$ cat config.mk
export PLATFORM = sky130hd
export DESIGN_NAME = mpmd_sequencer
export DESIGN_NICKNAME = d
export VERILOG_FILES = /design/src/hw/rtl/mpmd_pkg.sv /design/src/hw/rtl/mpmd_sequencer.sv
export SDC_FILE = /design/constraint.sdc
export NUM_CORES = 1
export LEC_CHECK = 0
export BUFFER_PORTS_ARGS = -buffer_cell sky130_fd_sc_hd__clkbuf_2
export CAP_MARGIN = 10
export CORE_AREA = 8 8 45 47
export CTS_CLUSTER_DIAMETER = 100
export DETAILED_ROUTE_END_ITERATION = 8
export DIE_AREA = 0 0 53 55
export PLACE_DENSITY_LB_ADDON = 0.2
export RECOVER_POWER = 25
export SLEW_MARGIN = 25
export SYNTH_ARGS = -nofsm -noshare
export SYNTH_HDL_FRONTEND = slang
export SYNTH_SLANG_ARGS = --single-unit
$ cat constraint.sdc
create_clock -name clk -period 3.66 [get_ports clk]
set_input_delay 0.183 -clock clk [delete_from_list [all_inputs] [get_ports clk]]
set_output_delay 0.183 -clock clk [all_outputs]
set_load 0.005 [all_outputs]
$ cat src/hw/rtl/mpmd_pkg.sv
// Shared types, constants and the control program of the multichannel PID drive.
// Holds the microcode table, the control word layout and the fixed-point helpers.
// No dependencies; every other file of the block imports this package.
package mpmd_pkg;

	localparam int NUM_CHANNELS_DEF = 4;

	// Field widths of the stream payloads.
	localparam int CH_W    = 2;
	localparam int SPEED_W = 32;
	localparam int DUTY_W  = 23;
	localparam int IN_TDATA_W  = 72;
	localparam int OUT_TDATA_W = 64;
	localparam int CFG_IDX_W   = 3;
	localparam int CFG_DATA_W  = 32;

	// Arithmetic widths: one signed 33x33 multiplier and a wide saturation input.
	localparam int MUL_W  = 33;
	localparam int PROD_W = 2 * MUL_W;
	localparam int RND_W  = PROD_W - 16;
	localparam int SAT_W  = 52;
	localparam int FACC_W = 52;

	localparam logic [DUTY_W-1:0] DUTY_FULL = 23'd6553600;

	// Register reset values.
	localparam logic [31:0] RST_GAIN_PROP       = 32'd393216;
	localparam logic [31:0] RST_GAIN_INT_DT     = 32'd6554;
	localparam logic [31:0] RST_GAIN_DER_PER_DT = 32'd983040;
	localparam logic [15:0] RST_DERIV_ALPHA     = 16'd10923;
	localparam logic [31:0] RST_DRIVE_MIN       = 32'hFF9C_0000;
	localparam logic [31:0] RST_DRIVE_MAX       = 32'd6553600;
	localparam logic [30:0] RST_INTEG_LIMIT     = 31'd65536000;
	localparam logic [30:0] RST_SLEW_STEP       = 31'd327680;

	typedef enum logic [CFG_IDX_W-1:0] {
		REG_GAIN_PROP,
		REG_GAIN_INT_DT,
		REG_GAIN_DER_PER_DT,
		REG_DERIV_ALPHA,
		REG_DRIVE_MIN,
		REG_DRIVE_MAX,
		REG_INTEG_LIMIT,
		REG_SLEW_STEP
	} reg_idx_t;

	typedef struct packed {
		logic [31:0] gain_prop;
		logic [31:0] gain_int_dt;
		logic [31:0] gain_der_per_dt;
		logic [15:0] deriv_alpha;
		logic [31:0] drive_min;
		logic [31:0] drive_max;
		logic [30:0] integ_limit;
		logic [30:0] slew_step;
	} cfg_t;

	// Datapath operation performed by a step.
	typedef enum logic [3:0] {
		ALU_NOP,
		ALU_DIFF,
		ALU_P,
		ALU_I,
		ALU_DRAW,
		ALU_FACC,
		ALU_FILT,
		ALU_SUM,
		ALU_SLEW,
		ALU_COMMIT
	} alu_op_t;

	typedef enum logic [2:0] {
		MA_GP,
		MA_GI,
		MA_GD,
		MA_ALPHA,
		MA_ALPHA_C
	} mul_a_t;

	typedef enum logic [1:0] {
		MB_E,
		MB_DM,
		MB_FILT,
		MB_DRAW
	} mul_b_t;

	typedef enum logic {
		JC_NEXT,
		JC_OOR
	} jmp_cond_t;

	localparam int STEP_W = 4;

	localparam logic [STEP_W-1:0] ST_DIFF   = 4'd0;
	localparam logic [STEP_W-1:0] ST_MUL_P  = 4'd1;
	localparam logic [STEP_W-1:0] ST_MUL_I  = 4'd2;
	localparam logic [STEP_W-1:0] ST_MUL_D  = 4'd3;
	localparam logic [STEP_W-1:0] ST_MUL_F0 = 4'd4;
	localparam logic [STEP_W-1:0] ST_MUL_F1 = 4'd5;
	localparam logic [STEP_W-1:0] ST_FILT   = 4'd6;
	localparam logic [STEP_W-1:0] ST_SUM    = 4'd7;
	localparam logic [STEP_W-1:0] ST_SLEW   = 4'd8;
	localparam logic [STEP_W-1:0] ST_COMMIT = 4'd9;

	typedef struct packed {
		alu_op_t            alu;
		mul_a_t             ma;
		mul_b_t             mb;
		logic               mul_en;
		jmp_cond_t          jc;
		logic [STEP_W-1:0]  target;
		logic               last;
	} ctrl_word_t;

	// Status returned from the datapath to the sequencer.
	typedef struct packed {
		logic oor;
		logic out_free;
	} dp_status_t;

	// The control program. A multiply issued in one step is consumed by the ALU
	// in the next step, so multiplies and their post-processing overlap.
	function automatic ctrl_word_t ucode(input logic [STEP_W-1:0] step);
		ctrl_word_t cw;
		cw.alu    = ALU_NOP;
		cw.ma     = MA_GP;
		cw.mb     = MB_E;
		cw.mul_en = 1'b0;
		cw.jc     = JC_NEXT;
		cw.target = ST_DIFF;
		cw.last   = 1'b0;
		case (step)
			ST_DIFF: begin
				cw.alu    = ALU_DIFF;
				cw.jc     = JC_OOR;
				cw.target = ST_COMMIT;
			end
			ST_MUL_P: begin
				cw.ma     = MA_GP;
				cw.mb     = MB_E;
				cw.mul_en = 1'b1;
			end
			ST_MUL_I: begin
				cw.ma     = MA_GI;
				cw.mb     = MB_E;
				cw.mul_en = 1'b1;
				cw.alu    = ALU_P;
			end
			ST_MUL_D: begin
				cw.ma     = MA_GD;
				cw.mb     = MB_DM;
				cw.mul_en = 1'b1;
				cw.alu    = ALU_I;
			end
			ST_MUL_F0: begin
				cw.ma     = MA_ALPHA;
				cw.mb     = MB_FILT;
				cw.mul_en = 1'b1;
				cw.alu    = ALU_DRAW;
			end
			ST_MUL_F1: begin
				cw.ma     = MA_ALPHA_C;
				cw.mb     = MB_DRAW;
				cw.mul_en = 1'b1;
				cw.alu    = ALU_FACC;
			end
			ST_FILT:   cw.alu = ALU_FILT;
			ST_SUM:    cw.alu = ALU_SUM;
			ST_SLEW:   cw.alu = ALU_SLEW;
			ST_COMMIT: begin
				cw.alu  = ALU_COMMIT;
				cw.last = 1'b1;
			end
			default: begin
				cw.alu  = ALU_NOP;
				cw.last = 1'b1;
			end
		endcase
		return cw;
	endfunction

	// Saturate a wide signed value to the signed 32 bit range.
	function automatic logic [31:0] sat32(input logic [SAT_W-1:0] v);
		logic [31:0] r;
		if (v[SAT_W-1:31] == {(SAT_W-31){v[SAT_W-1]}})
			r = v[31:0];
		else if (v[SAT_W-1])
			r = 32'h8000_0000;
		else
			r = 32'h7FFF_FFFF;
		return r;
	endfunction

	// Round a Q32 product back to Q16: floor(v / 65536 + 1/2).
	function automatic logic [RND_W-1:0] rnd16(input logic [PROD_W-1:0] v);
		logic [PROD_W-1:0] s;
		s = v + PROD_W'(32768);
		return s[PROD_W-1:16];
	endfunction

endpackage

$ cat src/hw/rtl/mpmd_sequencer.sv
// Microcode sequencer: step counter, control ROM lookup and conditional jumps.
// Depends on mpmd_pkg for the control word layout and the program table.
module mpmd_sequencer
	import mpmd_pkg::*;
(
	input  logic       clk,
	input  logic       arst_n,
	input  logic       start,
	input  dp_status_t status,
	output logic       busy,
	output logic       fire,
	output ctrl_word_t cw
);

	logic              busy_q;
	logic [STEP_W-1:0] step_q;

	assign cw   = ucode(step_q);
	assign busy = busy_q;
	// The final step waits until the output register can take the result.
	assign fire = busy_q && (!cw.last || status.out_free);

	always_ff @(posedge clk or negedge arst_n) begin
		if (!arst_n) begin
			busy_q <= 1'b0;
			step_q <= ST_DIFF;
		end else if (!busy_q) begin
			if (start) begin
				busy_q <= 1'b1;
				step_q <= ST_DIFF;
			end
		end else if (fire) begin
			if (cw.last)
				busy_q <= 1'b0;
			else if (cw.jc == JC_OOR && status.oor)
				step_q <= cw.target;
			else
				step_q <= step_q + 1'b1;
		end
	end

	a_step_in_program: assert property (@(posedge clk) disable iff (!arst_n)
		busy_q |-> step_q <= ST_COMMIT)
		else $error("sequencer stepped past the end of the program");

	a_start_at_top: assert property (@(posedge clk) disable iff (!arst_n)
		start && !busy_q |=> busy_q && step_q == ST_DIFF)
		else $error("item did not start at the first step");

	a_wait_only_at_end: assert property (@(posedge clk) disable iff (!arst_n)
		busy_q && !fire |-> cw.last)
		else $error("sequencer stalled on a step other than the last");

endmodule

## Word level (Yosys, flattened, before mapping)

Cells that the tools add are included.

| storage, ports and cells | value |
|---|---|
| input port bits | 5 |
| logic and storage cells | 34 |
| output and inout bits | 18 |
| bits in registers | 5 |

| cells by class | value |
|---|---|
| reductions and logical operators | 7 |
| muxes and demuxes | 13 |
| equal/unequal tests | 11 |
| add/sub/neg operators | 1 |

Operator list:

| cell | number |
|---|---|
| 4-bit case mux with 9 select lines | 1 |
| 6-bit case mux with 5 select lines | 1 |
| 4-bit two-way mux | 5 |
| 4-bit by 3-bit equality test with 1-bit output (second input constant) | 4 |
| 9-bit OR reduction | 1 |
| 4-bit by 2-bit equality test with 1-bit output (second input constant) | 2 |
| 4-bit equality test (second input constant) | 2 |
| 1-bit two-way mux | 5 |
| 5-bit two-way mux | 1 |
| 4-bit by 1-bit adder with 4-bit output (second input constant) | 1 |
| 4-bit by 1-bit equality test with 1-bit output (second input constant) | 1 |
| 4-bit logical NOT | 1 |
| 2-bit inequality test (second input constant) | 2 |
| 3-bit AND reduction | 1 |
| 1-bit logical AND | 2 |
| 2-bit nonzero test | 1 |
| 1-bit logical OR | 1 |

## Depth between registers and ports, before layout

Gate-level depths: netlist (run 1).

| depth | value |
|---|---|
| depth in word-level cells | 7 |
| gate-level depth with buffers | 5 |
| depth with buffers taken out | 5 |

## Worst setup path before layout (run 1)

Ideal clock, no wire load.

| timing | value |
|---|---|
| path type | reg2out |
| start point | reg step_q[0] |
| end point | out cw[4] (netlist name) |
| stages on the path, launching flop included | 6 |
| setup slack | 2.090 ns |
| arrival | 1.387 ns |
| path buffers | 1 |
| cells stage by stage | dfrtp_1 > inv_1 > ha_1 > nor2b_1 > nor2b_1 > buf_4 |

RTL lines:

| element | RTL line | RTL |
|---|---|---|
| start: declaration | mpmd_sequencer.sv:16 | `logic [STEP_W-1:0] step_q;` |
| start signal: assignment | mpmd_sequencer.sv:36 | `step_q <= cw.target;` |
| start signal: assignment | mpmd_sequencer.sv:38 | `step_q <= step_q + 1'b1;` |
| end: declaration | mpmd_sequencer.sv:12 | `output ctrl_word_t cw` |

## Final worst setup path (run 1)

| timing | value |
|---|---|
| start point | reg step_q[0] |
| end point | out fire |

| between the ends | value |
|---|---|
| longest elaborated chain between the ends | 4 |
| elaborated cells between the ends (all ways) | 12 |

Ends and longest elaborated chain:

| element | RTL line | RTL |
|---|---|---|
| 4-bit equality test, or another cell as far along | mpmd_pkg.sv:132 | `case (step)` |
| 9-bit OR reduction (no source line) * | -- |  |
| 1-bit logical OR * | mpmd_sequencer.sv:21 | `assign fire = busy_q && (!cw.last \|\| status.out_free);` |
| 1-bit logical AND * | mpmd_sequencer.sv:21 |  |
| end: declaration | mpmd_sequencer.sv:11 | `output logic fire,` |

Every way passes the cells marked *; elsewhere a longest branch is shown, timed or not.

==> run summary, run 1 <==
Slew Viols, Final - 0
drt first pass iters - 4
TNS Setup - 0 ns
Die Ht - 55 um
largest family of logic cells by synthesized area - simple AND/OR/NAND/NOR gates
Worst Setup End Kind - output port
Clock Tree Buf Depth - 2
worst path bufs/invs - 2
HP Class - in -> reg
Final Util - 0.4611
via density per instance - 4.824
Hold Buf Count CTS - 1
synth top area cells - dfrtp_1 (24%), ha_1 (9.7%), a21oi_1 (8.7%)
Mapped Area - 518.0 um2
hold path depth - 2
row count - 14
Total GRT Usage - 0.08598
DRT Wirelength - 1265 um
mux share of post-synthesis cell area - 0.01932
period utilization - 0.5395
via count - 492
clock buffers created by TritonCTS - 3
crit-path cells - inv_1 -> ha_1 -> nor4_4 -> a21o_1 -> a21oi_1 -> clkbuf_2
Synth top area share - 0.2415
post-CTS setup buffers - 0
number of synthesized flops with an enable pin - 0
area share of and/or/nand/nor cells after synthesis - 0.2657
DRC Markers - 0
Worst Setup Slack, final - 1.685 ns
largest net degree at the start of global routing - 17
Crit Path Class - reg -> out
H-tree depth - 1
port buffer count - 20
Top delay family on crit path - simple AND/OR/NAND/NOR gates
Reg area - 125.1 um2
Post-synth top cells - a21oi_1 (9), nor2_1 (8), inv_1 (6)
Clk Latency, worst-skew pair - 0.24 ns
worst hold margin - 0.1506 ns
Final Hold Viols - 0
GR Overflow Total - 0
synthesized flop and latch total - 5
CTS resizes - 0
placed cells - 97
area leader, netlist - dfrtp_1
antenna violations before repair - 0
setup violators final - 0
CP required - 3.48 ns
Crit path depth - 6
post-synthesis sequential area ratio - 0.2415
Die Wd - 53 um
Fill cells - 133
status - finished clean
Synth Instances - 66
worst path arrival time - 1.79 ns
most common cell in the netlist - a21oi_1
layout cells sized above 1 - 0.2907
n_diodes - 0
worst slack, placed - 1.936 ns
Synth Area in Compound Gates - 0.2512
LEAKAGE - 0.3214 nW
clk slew on worst S/H paths - 0.04 ns
Post-synth ARST share - 1.000
cells on worst reg2reg path - 5
multi-input logic area - 335.3 um2
Final HPWL DP - 983.5 um
crit path time final - 1.975 ns
Die ar. - 2915 um2
library cells used by synthesis - 27
max incr delay on CP - 0.41 ns
top_reg_cell synth - dfrtp_1
XOR/XNOR Fraction of Synth Area - 0
post-synthesis adder-cell area fraction - 0.09662
Layout area overhead - 23.19%
average wire per standard cell - 12.40 um
Final #Nets - 96
gp weighted congestion - 0.8876
final non-filler cell total - 102
initial core utilization - 0.3743
first-pass GRT wire length - 1938 um
fmax - 506.4 MHz
initial drt markers - 2
Final ANT Viol Nets - 0
slowest CP cell - nor4_4
CTS Sinks - 5
RSZ-0062 raised after global routing - false
core area - 1384 um2
number of global-route vias before repair - 463
mean post-synth cell area - 7.848 um2
CP max FO - 4
CTS tree - yes
clock root buffer - clkbuf_4
yosys warns - 0
pwr dens - 1017 nW/um2
maxcap violations - 0
Max VDD drop - 0.4877 mV
crit path launch type - register
# IOs - 23
Worst Skew - 0.003286 ns
-- stage by stage --
stage	total power [W]	instance area, um2
2_1_floorplan	0.0004507	521.8
3_3_place_gp	0.0005911	603.1
3_5_place_dp	0.0005924	603.1
4_1_cts	0.0006591	639.4
5_1_grt	0.0007127	638.1
6_report	0.0006490	638.1
-- worst paths after layout --
kind,from,end,slack [ns]
min in group asynchronous,arst_n,step_q[1],0.33
max in group asynchronous,arst_n,busy,3.12
min reg2reg,busy,busy,0.59
max reg2reg,step_q[0],step_q[1],2.00
max,step_q[0],fire,1.69
min,status[0],busy,0.15
-- registers in the layout, indices dropped and copies added, names as in the netlist --
| name | count |
|---|---|
| busy | 1 |
| step_q | 4 |
-- placed cells by master, fill, tap and decap left out, drive strengths merged, types with 2 or more instances in the layout --
cell type,n
nand2b,6
inv,6
dfrtp,5
nor2b,2
clkbuf,24
ha,4
conb,2
nor2,8
a21oi,9
nand2,5
-- cell type report --
class                      count  share of cell area
multi-input combinational     50              0.5255
clock buffer                   4             0.04118
inverter                       6             0.03529
sequential                     5              0.1961
tap                           16             0.03137
timing repair buffer          21              0.1706
-- layer usage --
layer	vias up	GRT usage	share of wire
li1	261	-	-
met1	214	0.09786	0.48
met2	17	0.1426	0.43
met3	0	0.01337	0.088
met4	0	0.06466	0
met5	-	0	0
-- worst reg2reg max path: cells and delay by family, from the launching register on --
family                     cells  cell delay, ns
muxes                          1            0.23
DFF                            1            0.40
adders and majority gates      1            0.35
buffers and inverters          1            0.14
AOI/OAI and AO/OA              1            0.37
and+or+nand+nor                1            0.10
-- cells by family after synthesis --
| family | Yosys count |
|---|---|
| AND/OR/NAND/NOR | 24 |
| AO/OA/AOI/OAI | 19 |
| buffers and inverters | 12 |
| flip-flops | 5 |
| adder cells (fa/ha/maj) | 4 |
| multiplexers | 1 |
| other | 1 |
-- where the power goes --
group | total [W] | switching (W) | internal (W)
registers | 0.000141 | 0.0000587 | 0.0000821
logic | 0.000446 | 0.000233 | 0.000213
clock network | 0.0000619 | 0.0000208 | 0.0000411
total | 0.000649 | 0.000313 | 0.000336
(Power assumes the default switching activity.)
==> run 2: changes to the inputs <==
==> constraint.sdc (replaced) <==
create_clock -name clk -period 1.6 [get_ports clk]
set_input_delay 0.08 -clock clk [delete_from_list [all_inputs] [get_ports clk]]
set_output_delay 0.08 -clock clk [all_outputs]
set_load 0.005 [all_outputs]
==> run summary, run 2 (synthesis gave the netlist of run 1 again) <==
status - finished with violations
failing checks - setup timing
Final Hold Viols - 0 (unchanged)
initial drt markers - 7 (+5)
average wire per standard cell - 12.78 um (+3.0%)
period utilization - 1.031
DRT Wirelength - 1380 um (+9.1%)
Worst R2R Setup Slack - 0.01 ns (-1.99 ns)
Worst Setup End Kind - output port
first-pass GRT wire length - 2249 um (+16%)
port buffer count - 20 (unchanged)
H-tree depth - 1 (unchanged)
clock buffers created by TritonCTS - 3 (unchanged)
clock root buffer - clkbuf_4
RSZ-0062 raised after global routing - true
LEAKAGE - 0.3493 nW (+8.7%)
Final #Nets - 102 (+6.3%)
pwr dens - 2366 nW/um2 (+130%)
clk slew on worst S/H paths - 0.04 ns (about the same)
number of global-route vias before repair - 527 (+14%)
largest net degree at the start of global routing - 17 (unchanged)
Die Ht - 55 um (unchanged)
crit path time final - 1.650 ns
max incr delay on CP - 0.41 ns (about the same)
setup violators final - 2 (+2)
antenna violations before repair - 0 (unchanged)
drt first pass iters - 4 (unchanged)
Total GRT Usage - 0.1019 (+0.01594)
CP required - 1.52 ns (-1.96 ns)
worst r2r dst - step_q[1]
maxcap violations - 0 (unchanged)
GR Overflow Total - 0 (unchanged)
most common cell after layout, fill and taps aside - clkbuf_2
Die Wd - 53 um (unchanged)
layout cells sized above 1 - 0.4565 (+0.1658)
crit-path cells - inv_2 -> ha_1 -> buf_4 -> o31ai_2 -> a21oi_1 -> clkbuf_2
HP Class - in -> reg
most frequent cells in the layout - clkbuf_2 (18), a21oi_1 (8), nor2_1 (8), buf_4 (6)
fmax - 606.2 MHz
met2 Track Usage GR - 0.1816 (+0.03906)
Die ar. - 2915 um2 (unchanged)
gp weighted congestion - 0.7843 (-12%)
CTS Sinks - 5 (unchanged)
worst hold margin - 0.04828 ns (-0.1024 ns)
CTS tree - yes
core area - 1384 um2 (unchanged)
worst path arrival time - 1.57 ns (-0.22 ns)
met1 usage - 0.1133 (+0.01546)
Max VDD drop - 1.099 mV (+130%)
Worst Skew - 0.001491 ns (-0.001794 ns)
largest reg by FF count - step_q
cells on worst reg2reg path - 6 (+1)
Clk Latency, worst-skew pair - 0.24 ns (about the same)
DRC Markers - 0 (unchanged)
busiest grt layer - met2
via count - 546 (+11%)
Clock Tree Buf Depth - 2 (unchanged)
TNS Setup - -0.06824 ns (-0.06824 ns)
row count - 14 (unchanged)
critical path capture point - cw[6]
Slew Viols, Final - 0 (unchanged)
Worst Setup Slack, final - -0.04975 ns (-1.735 ns)
n_diodes - 0 (unchanged)
Final ANT Viol Nets - 0 (unchanged)
# IOs - 23 (unchanged)
via density per instance - 5.056 (+4.8%)
slowest CP cell - dfrtp_2
Crit Path Class - reg -> out
max reg flops - 4 (unchanged)
GR Layer Usage met3 - 0.01070 (-0.002674)
CP max FO - 4 (unchanged)
RR Startpoint - step_q[0]
Crit. Startpoint - step_q[0]
Final HPWL DP - 1086 um (+10%)
Layout area overhead - 40.82%
initial core utilization - 0.3743 (unchanged)
crit path launch type - register
[run 2: changes by cell type in the layout (fill, tap and decap cells not counted), sizes merged]
| cell | change |
|---|---|
| clkbuf | -1 |
| buf | +7 |
[run 2: how the worst min path moves through the flow]
stage          startpoint         to  slack, ns  cells after the start
3_5_place_dp       arst_n  step_q[1]       -0.1                      1
2_1_floorplan      arst_n       busy      -0.22                      0
4_1_cts         status[0]       busy       0.05                      2
3_3_place_gp       arst_n  step_q[1]      -0.09                      1
5_1_grt         status[0]       busy       0.05                      2
6_report        status[0]       busy       0.05                      2
[run 2: stage by stage]
step	instances	power, W	setup slack (ns)	util	cell area, um2
final	108	0.001726	-0.04975	0.5271	729.5
after global routing	108	0.001902	-0.1443	0.5271	729.5
after CTS	108	0.001709	-0.08214	0.5154	713.2
after detailed placement	102	0.001441	0.003223	0.4629	640.6
after global placement	102	0.001435	0.03960	0.4629	640.6
after floorplan	67	0.001031	0.1293	-	521.8
[run 2: what timing repair did]
| action | 4_1_cts | 5_1_grt |
|---|---|---|
| endpoints found under the setup margin | 12 | 16 |
| buffers inserted | 1 | 0 |
| pin swaps | 1 | 2 |
| resized for setup | 8 | 7 |
| hold endpoints to repair | 5 | 0 |
| hold buffers | 1 | 0 |
[run 2: critical path, delay by kind of cell (launching register included)]
family | cells | cell delay, ns
flip-flops | 1 | 0.41
adder cells (fa/ha/maj) | 1 | 0.25
buffers and inverters | 3 | 0.37
AO/OA/AOI/OAI | 2 | 0.29
[run 2: area by class of cell]
type,instances,area (um2)
fill,146,654.4
multi-input combinational,50,376.6
timing repair buffer,27,153.9
sequential,5,127.6
clock buffer,4,26.28
inverter,6,25.02
tap,16,20.02
[run 2: layer usage]
metal	routed length (um)	up-vias	part of all wire
met5	0	-	0
met4	32	0	0.023
met3	124	3	0.090
met2	657	20	0.48
met1	564	246	0.41
li1	-	277	-
[run 2: power by group]
| group | total, W | switching [W] | leakage, nW | internal [W] |
|---|---|---|---|---|
| logic | 0.00127 | 0.000626 | 0.277 | 0.000641 |
| registers | 0.000315 | 0.000122 | 0.0573 | 0.000194 |
| clock network | 0.000143 | 0.0000493 | 0.0150 | 0.0000941 |
==> run 3: changes to the inputs <==
--- a/config.mk
+++ b/config.mk
@@ -11,6 +11,7 @@
 export CTS_CLUSTER_DIAMETER = 100
 export DETAILED_ROUTE_END_ITERATION = 8
 export DIE_AREA = 0 0 53 55
+export GPL_TIMING_DRIVEN = 0
 export PLACE_DENSITY_LB_ADDON = 0.2
 export RECOVER_POWER = 25
 export SLEW_MARGIN = 25
==> run summary, run 3 (synthesis gave the netlist of run 1 again) <==
status - finished with violations
failing checks - setup timing
first-pass GRT wire length - 2283 um (+1.5%)
maxcap violations - 0 (unchanged)
Clock Tree Buf Depth - 2 (unchanged)
most frequent cells in the layout - clkbuf_2 (18), buf_4 (12), a21oi_1 (8), nor2_1 (7), nand2_1 (5)
Total GRT Usage - 0.09929 (-0.002631)
via density per instance - 5.008 (-0.93%)
Placement Cell Area - 641.9 um2 (+0.20%)
antenna violations before repair - 0 (unchanged)
worst slack, placed - -0.08747 ns (-0.09070 ns)
fmax - 599.8 MHz (-1.0%)
average wire per standard cell - 12.82 um (+0.35%)
min-delay src - status[0]
Die ar. - 2915 um2 (unchanged)
n_diodes - 0 (unchanged)
Slew Viols, Final - 0 (unchanged)
most common cell after layout, fill and taps aside - clkbuf_2
gp weighted congestion - 0.8291 (+5.7%)
# IOs - 23 (unchanged)
DRC Markers - 0 (unchanged)
H-tree depth - 1 (unchanged)
Die Wd - 53 um (unchanged)
Crit. Startpoint - step_q[0]
clk slew on worst S/H paths - 0.05 ns (about the same)
CP required - 1.52 ns (about the same)
HP Class - in -> reg
initial drt markers - 8 (+1)
Worst Skew - 0.006142 ns (+0.004651 ns)
crit path time final - 1.667 ns (+0.01738 ns)
RR Startpoint - step_q[0]
largest reg by FF count - step_q
number of global-route vias before repair - 541 (+2.7%)
setup violators final - 6 (+4)
Post-Layout Inst Area - 843.3 um2 (+16%)
layout cells sized above 1 - 0.5294 (+0.07289)
Final Hold Viols - 0 (unchanged)
crit-path cells - buf_4 -> ha_4 -> nor4_4 -> a21o_1 -> a21oi_2 -> clkbuf_2
clock buffers created by TritonCTS - 3 (unchanged)
Fill cells - 127 (-13%)
worst path arrival time - 1.59 ns (+0.02 ns)
slowest CP cell - dfrtp_1
largest net degree at the start of global routing - 11 (-6)
Top delay family on crit path - flip-flops
Final ANT Viol Nets - 0 (unchanged)
pwr dens - 2396 nW/um2 (+1.3%)
via count - 591 (+8.2%)
core area - 1384 um2 (unchanged)
LEAKAGE - 0.4079 nW (+17%)
port buffer count - 20 (unchanged)
crit path launch type - register
CTS tree - yes
Clk Latency, worst-skew pair - 0.24 ns (about the same)
clock root buffer - clkbuf_4
CTS Sinks - 5 (unchanged)
worst path bufs/invs - 2 (-1)
DRT Wirelength - 1513 um (+9.6%)
drt first pass iters - 4 (unchanged)
initial core utilization - 0.3743 (unchanged)
Final #Nets - 112 (+9.8%)
RSZ-0062 raised after global routing - true
max incr delay on CP - 0.41 ns (about the same)
Worst Setup End Kind - output port
Die Ht - 55 um (unchanged)
period utilization - 1.042 (+0.01086)
Final HPWL DP - 1043 um (-3.9%)
CP max FO - 6 (+2)
GR Overflow Total - 0 (unchanged)
Crit Path Class - reg -> out
Worst Setup Slack, final - -0.06713 ns (-0.01738 ns)
max reg flops - 4 (unchanged)
Layout area overhead - 62.80%
row count - 14 (unchanged)
Max VDD drop - 1.239 mV (+13%)
==> run 3: cell count changes in the layout (fill, tap and decap cells not counted), sizes merged <==
cell	delta
buf	+10
==> run 3: what timing repair did <==
action,in CTS,in global routing
buffers inserted,5,5
setup endpoints to repair,15,13
pin swaps,4,3
hold buffers,1,0
gates resized for setup,10,15
endpoints found under the hold margin,5,0
==> run 3: metal layers <==
layer | vias up | global-route usage | wire (um)
li1 | 298 | - | -
met1 | 276 | 0.1229 | 633
met2 | 17 | 0.1621 | 752
met3 | 0 | 0.01872 | 127
met4 | 0 | 0.04741 | 0
met5 | - | 0 | 0
==> run 3: path summary, 6_finish.rpt <==
| kind | endpoint | depth (start not counted) | slack [ns] |
|---|---|---|---|
| worst max-delay path | fire | 6 | -0.07 |
| worst min-delay path | busy | 2 | 0.05 |
| worst max register to register | busy | 7 | 0.01 |
| worst min register to register | busy | 1 | 0.60 |
| max in group asynchronous | step_q[1] | 2 | 1.18 |
| min in group asynchronous | busy | 2 | 0.21 |
==> run 3: layout make-up <==
class | instances | area (um2) | area share
clock buffer | 4 | 26.28 | 0.03116
inverter | 6 | 25.02 | 0.02967
sequential | 5 | 126.4 | 0.1499
tap | 16 | 20.02 | 0.02374
multi-input combinational | 50 | 414.1 | 0.4911
buffer | 6 | 40.04 | 0.04748
timing repair buffer | 31 | 191.4 | 0.2270
==> run 3: per-stage QoR <==
stage | setup TNS, ns | total power (W) | util | hold WS [ns] | instances
after global routing | -1.166 | 0.002202 | 0.6094 | 0.05574 | 118
final | -0.2727 | 0.002021 | 0.6094 | 0.04656 | 118
after detailed placement | -0.2901 | 0.001406 | 0.4638 | -0.1017 | 103
after CTS | -0.1290 | 0.001762 | 0.5389 | 0.04551 | 113
after floorplan | 0 | 0.001031 | - | -0.2156 | 67
after global placement | -0.2339 | 0.001403 | 0.4638 | -0.1017 | 103
==> run 3: power breakdown <==
| part | leakage, nW | internal, W | switching [W] | total (W) |
|---|---|---|---|---|
| registers | 0.0582 | 0.000191 | 0.000118 | 0.000309 |
| logic | 0.335 | 0.000841 | 0.000727 | 0.00157 |
| clock network | 0.0150 | 0.0000942 | 0.0000494 | 0.000144 |
| total | 0.408 | 0.00113 | 0.000894 | 0.00202 |
